## config.mk

```make
export PLATFORM = sky130hd
export DESIGN_NAME = nprs_ctrl
export DESIGN_NICKNAME = d
export VERILOG_FILES = /design/src/rtl/nprs_pkg.sv /design/src/rtl/nprs_ctrl.sv
export SDC_FILE = /design/constraint.sdc
export NUM_CORES = 1
export LEC_CHECK = 0
export BUFFER_PORTS_ARGS = -buffer_cell sky130_fd_sc_hd__buf_4
export CAP_MARGIN = 20
export CORE_ASPECT_RATIO = 0.75
export CORE_MARGIN = 5
export CORE_UTILIZATION = 28
export CTS_CLUSTER_DIAMETER = 200
export CTS_CLUSTER_SIZE = 16
export DETAILED_ROUTE_END_ITERATION = 8
export SETUP_SLACK_MARGIN = 0.05
export SYNTH_ARGS = -nofsm -noshare
export SYNTH_HDL_FRONTEND = slang
export SYNTH_SLANG_ARGS = --single-unit
```

## constraint.sdc

```tcl
create_clock -name clk -period 1.35 [get_ports clk]
set_input_delay 0.0675 -clock clk [delete_from_list [all_inputs] [get_ports clk]]
set_output_delay 0.0675 -clock clk [all_outputs]
set_load 0.05 [all_outputs]
```

## src/rtl/nprs_pkg.sv

```systemverilog
`timescale 1ns / 1ps
// ----------------------------------------------------------------------------
// nprs_pkg: shared constants and types for the nearest point to ray selector
// Widths of the fixed-point distance datapath, register indexes and the
// command/status bundles between the controller and the datapath.
// ----------------------------------------------------------------------------
package nprs_pkg;

	// Largest number of points of one object that take part in the search.
	localparam int MAX_POINTS = 65536;
	localparam int CNT_W      = $clog2(MAX_POINTS + 1);
	localparam int IDX_W      = $clog2(MAX_POINTS);

	localparam int COORD_W = 16;
	localparam int INDEX_W = 16;
	localparam int DIST_W  = 40;
	localparam int V_W     = COORD_W + 1;      // point minus origin
	localparam int PROD_W  = V_W + COORD_W;    // v * d
	localparam int DOT_W   = PROD_W + 2;       // sum of three products
	localparam int T_W     = DOT_W + COORD_W;  // dot * d
	localparam int FRAC    = 28;               // Q.28 before rounding
	localparam int X_W     = T_W + 1;
	localparam int R_W     = X_W - FRAC;
	localparam int SQ_W    = 2 * R_W;
	localparam int SUM_W   = SQ_W + 2;

	localparam logic signed [X_W-1:0] ROUND_HALF = X_W'(1) <<< (FRAC - 1);
	localparam logic [DIST_W-1:0]     DIST_MAX   = '1;

	localparam logic signed [COORD_W-1:0] DIR_Z_RESET = 16'sd16384;

	// Register indexes, byte address divided by four.
	localparam logic [2:0] REG_ORIGIN_X = 3'd0;
	localparam logic [2:0] REG_ORIGIN_Y = 3'd1;
	localparam logic [2:0] REG_ORIGIN_Z = 3'd2;
	localparam logic [2:0] REG_DIR_X    = 3'd3;
	localparam logic [2:0] REG_DIR_Y    = 3'd4;
	localparam logic [2:0] REG_DIR_Z    = 3'd5;

	typedef struct packed {
		logic load_in;
		logic mul_en;
		logic dot_en;
		logic tmul_en;
		logic rnd_en;
		logic sqr_en;
		logic sum_en;
		logic upd_en;
		logic emit;
	} dp_cmd_t;

	typedef struct packed {
		logic last;
	} dp_stat_t;

endpackage

```

## src/rtl/nprs_ctrl.sv

```systemverilog
`timescale 1ns / 1ps
// ----------------------------------------------------------------------------
// nprs_ctrl: sequencer for the nearest point search
// Steps one point at a time through the distance datapath and owns the
// input stall and the output valid of the result register.
// ----------------------------------------------------------------------------
module nprs_ctrl (
	input  logic                clk,
	input  logic                arst_n,
	input  logic                in_valid,
	output logic                in_stall,
	output logic                out_valid,
	input  logic                out_stall,
	input  nprs_pkg::dp_stat_t  stat,
	output nprs_pkg::dp_cmd_t   cmd
);

	typedef enum logic [7:0] {
		S_IDLE = 8'b0000_0001,
		S_MUL  = 8'b0000_0010,
		S_DOT  = 8'b0000_0100,
		S_TMUL = 8'b0000_1000,
		S_RND  = 8'b0001_0000,
		S_SQR  = 8'b0010_0000,
		S_SUM  = 8'b0100_0000,
		S_UPD  = 8'b1000_0000
	} state_t;

	state_t state_q, state_d;
	logic   out_valid_q;
	logic   out_free;
	logic   upd_go;

	assign out_free  = !out_valid_q || !out_stall;
	// A final point waits in the update step until the result register is free.
	assign upd_go    = (state_q == S_UPD) && (!stat.last || out_free);
	assign in_stall  = (state_q != S_IDLE);
	assign out_valid = out_valid_q;

	always_comb begin
		cmd         = '0;
		cmd.load_in = (state_q == S_IDLE) && in_valid;
		cmd.mul_en  = (state_q == S_MUL);
		cmd.dot_en  = (state_q == S_DOT);
		cmd.tmul_en = (state_q == S_TMUL);
		cmd.rnd_en  = (state_q == S_RND);
		cmd.sqr_en  = (state_q == S_SQR);
		cmd.sum_en  = (state_q == S_SUM);
		cmd.upd_en  = upd_go;
		cmd.emit    = upd_go && stat.last;
	end

	always_comb begin
		state_d = state_q;
		case (state_q)
			S_IDLE: if (in_valid) state_d = S_MUL;
			S_MUL:  state_d = S_DOT;
			S_DOT:  state_d = S_TMUL;
			S_TMUL: state_d = S_RND;
			S_RND:  state_d = S_SQR;
			S_SQR:  state_d = S_SUM;
			S_SUM:  state_d = S_UPD;
			S_UPD:  if (upd_go) state_d = S_IDLE;
			default: state_d = S_IDLE;
		endcase
	end

	always_ff @(posedge clk or negedge arst_n) begin
		if (!arst_n) begin
			state_q     <= S_IDLE;
			out_valid_q <= 1'b0;
		end else begin
			state_q <= state_d;
			if (cmd.emit) begin
				out_valid_q <= 1'b1;
			end else if (!out_stall) begin
				out_valid_q <= 1'b0;
			end
		end
	end

	a_accept_starts: assert property (@(posedge clk) disable iff (!arst_n)
		(in_valid && !in_stall) |=> (state_q == S_MUL))
		else $error("accepted point did not start the distance sequence");

	a_result_from_update: assert property (@(posedge clk) disable iff (!arst_n)
		$rose(out_valid_q) |-> ($past(state_q) == S_UPD))
		else $error("result appeared outside the update step");

	a_final_waits: assert property (@(posedge clk) disable iff (!arst_n)
		(state_q == S_UPD && stat.last && out_valid_q && out_stall) |=>
		(state_q == S_UPD))
		else $error("final point left the update step while the result was stalled");

endmodule

```

==> impl_metrics.tcl <==
set metrics [dict create \
    status "complete, but fails checks" \
    violations "negative setup slack" \
    io_buffer_count 15 \
    worstMarginPinSlew_ns 0.334 \
    synth.most_common_cell "nor2_1" \
    die_height_um 48.1 \
    syn_area_sq_um 542 \
    synth_flop_cell "dfrtp_1" \
    cellLeakagePower_nw 0.413 \
    pwr-share-seq_pct 24.6 \
    antenna_found_initial 0 \
    syn2layout_area_growth_pct 66.7 \
    gp_congestion 0.771 \
    drt_iter0_markers 15 \
    diodes 0 \
    yosys-top-cells-count "nor2_1, dfrtp_1, buf_4, nor3b_1" \
    clkLatencyLatePin_ns 0.26 \
    antenna_left 0 \
    drv_cap 0 \
    yosysTopAreaCell "dfrtp_1" \
    max-slew-margin-rel_pct 77.6 \
    min_period_ns 1.71 \
    cts_sinks 9 \
    netSwitchingFraction_pct 43.5 \
    clockPowerShare_pct 13.6 \
    slowest_delay_ns 0.41 \
    wirelength_um 1230 \
    grt_overflow 0 \
    grt_max_degree 10 \
    drc_errors 0 \
    p_int_uw 844 \
    htree_levels 1 \
    routedWlPerCell_um 11.6 \
    yosys_warnings 0 \
    grt_use_total_pct 10.5 \
    final_hold_viol_count 0 \
    cts.clk_slew.worst_paths_ns 0.06 \
    finClkSkew_ns 0.00346 \
    synth_top_area_share_pct 37.0 \
    fin_nets 90 \
    grt_pass1_wl_um 2170 \
    ys_ff_latch 9 \
    critical_path_class "flop to primary output" \
    io_pins 16 \
    pwr_density_cell_nw_per_um2 1650 \
    floorplan.rows 13 \
    first_pass_iters 4 \
    ys_seq_area_share_pct 41.8 \
    num-fill-cells 173 \
    hold_path.class "primary input to flop" \
    syn_area_per_cell_sq_um 9.67 \
    combPwrFrac_pct 61.8 \
    die_w_um 60.8 \
    path_cells "nor4_4, nand4b_1, nor2_4, buf_6" \
    initial_core_util_pct 30.3 \
    syn_nets 61 \
    ir_drop_uv 1230 \
    tritoncts "done" \
    period_share_pct 127 \
    grt_pass1_vias 504 \
    vias 487 \
    synth_area_leaders "dfrtp_1, nor2_1, buf_4" \
    worst_slack_ns -0.363 \
    required_ns 1.28 \
    stdcell_count 106 \
    finalSetupViolations 12 \
    cp-end-kind "primary output" \
    design.core.area_sq_um 1790 \
    synth_edf_count 0 \
    rsz0062_at_grt "yes" \
    p_sw_uw 650 \
    synthCells 56 \
    place_ws_ns -0.131 \
    yosysUniqueCellTypes 27 \
    timing.final.max_slew_violations 0 \
    async_reset_ff_share_pct 100 \
    via_per_inst 4.59 \
    cts_max_path_buffers 2 \
    worstSetupStartpointType "flop" \
    arrival_ns 1.65 \
    crit_path_top_delay_cell "dfrtp_1" \
    dp.cells 98 \
    fmax_mhz 584 \
    final_layout_size_suffix_gt1_share_pct 56.0 \
    dieArea_sq_um 2920 \
    hpwl_um 977 \
    crit_fanout 4 \
    numCtsBuffers 3 \
    clock-root-buffer "clkbuf_4" \
]
## metal layers
| metal | part of all wire (%) | wire length (um) | GRT usage [%] |
|---|---|---|---|
| met1 | 48 | 587 | 13.5 |
| met2 | 42 | 521 | 16.2 |
| met3 | 9.8 | 121 | 5.56 |
| met4 | 0 | 0 | 1.30 |
| met5 | 0 | 0 | 0 |
## cell usage in the layout, fill, tap and decap left out, types with 3 or more instances in the layout
cell type  synthesis  final
dfrtp_1            8      8
buf_8              0      4
clkbuf_4           0      3
nor2_1            11      8
nor3b_2            0      3
buf_4              4     18
buf_6              0      5
## area by class of cell
type / instances / area, sq um / share of cell area, %
multi-input combinational: 40 / 344 / 38.1
timing repair buffer: 29 / 272 / 30.1
sequential: 9 / 226 / 25.1
tap: 22 / 27.5 / 3.05
clock buffer: 4 / 26.3 / 2.91
inverter: 2 / 7.51 / 0.831
## kinds of logic (layout without fill, tap and decap cells)
logic type | count (synthesis) | after routing | synth area share [%]
and+or+nand+nor | 32 | 32 | 40.0
DFF | 9 | 9 | 41.8
AOI/OAI and AO/OA | 7 | 7 | 8.78
buffers and inverters | 7 | 35 | 7.85
xor gates and xnor gates | 1 | 1 | 1.62
## repair_timing
action / 4_1_cts / 5_1_grt
pin swaps: 9 / 9
buffers inserted: 3 / 4
gates resized for setup: 17 / 6
cloned: 0 / 0
hold buffers: 2 / 0
endpoints found under the setup margin: 14 / 16
endpoints found under the hold margin: 10 / 0
## path summary, 6_finish.rpt
check                                               to  cells after the start  slack [ns]                   start
max in group asynchronous       state_q[0]$_DFFE_PN1P_                      2        0.97                  arst_n
worst max-delay path                            cmd[8]                      4       -0.36  state_q[2]$_DFFE_PN0P_
min in group asynchronous       state_q[2]$_DFFE_PN0P_                      2        0.16                  arst_n
worst min register to register   out_valid$_DFFE_PN0P_                      1        0.52   out_valid$_DFFE_PN0P_
worst max register to register  state_q[0]$_DFFE_PN1P_                      4       -0.11  state_q[2]$_DFFE_PN0P_
worst min-delay path             out_valid$_DFFE_PN0P_                      2        0.04                    stat
## power groups by stage
stage | Combinational (mW) | Clock, mW | Sequential (mW)
detailed placement | 0.794 | 0 | 0.372
global placement | 0.790 | 0 | 0.370
floorplan | 0.520 | 0 | 0.386
CTS | 0.909 | 0.213 | 0.368
finish | 0.923 | 0.204 | 0.367
global route | 1.00 | 0.227 | 0.373
## stage by stage
step           util, %  area, sq um  setup TNS [ns]  hold slack, ns  power, mW
6_report          50.5          903           -3.08          0.0437       1.49
4_1_cts           49.4          883           -3.85          0.0400       1.49
3_3_place_gp      42.5          761          -0.509          -0.105       1.16
3_5_place_dp      42.5          761          -0.709          -0.104       1.17
5_1_grt           50.5          903           -4.27          0.0439       1.60
2_1_floorplan        -          591           -1.69          -0.228      0.905
## worst max-delay path, delay by kind of cell (launching register included)
family / cells / cell delay [ns]
AND/OR/NAND/NOR: 3 / 0.80
flip-flops: 1 / 0.41
buffers and inverters: 1 / 0.16
## state kept, by name, indices dropped and copies added, names as in the netlist
name / count
state_q: 8
out_valid: 1
No activity file was read; power rests on OpenSTA's default activity.
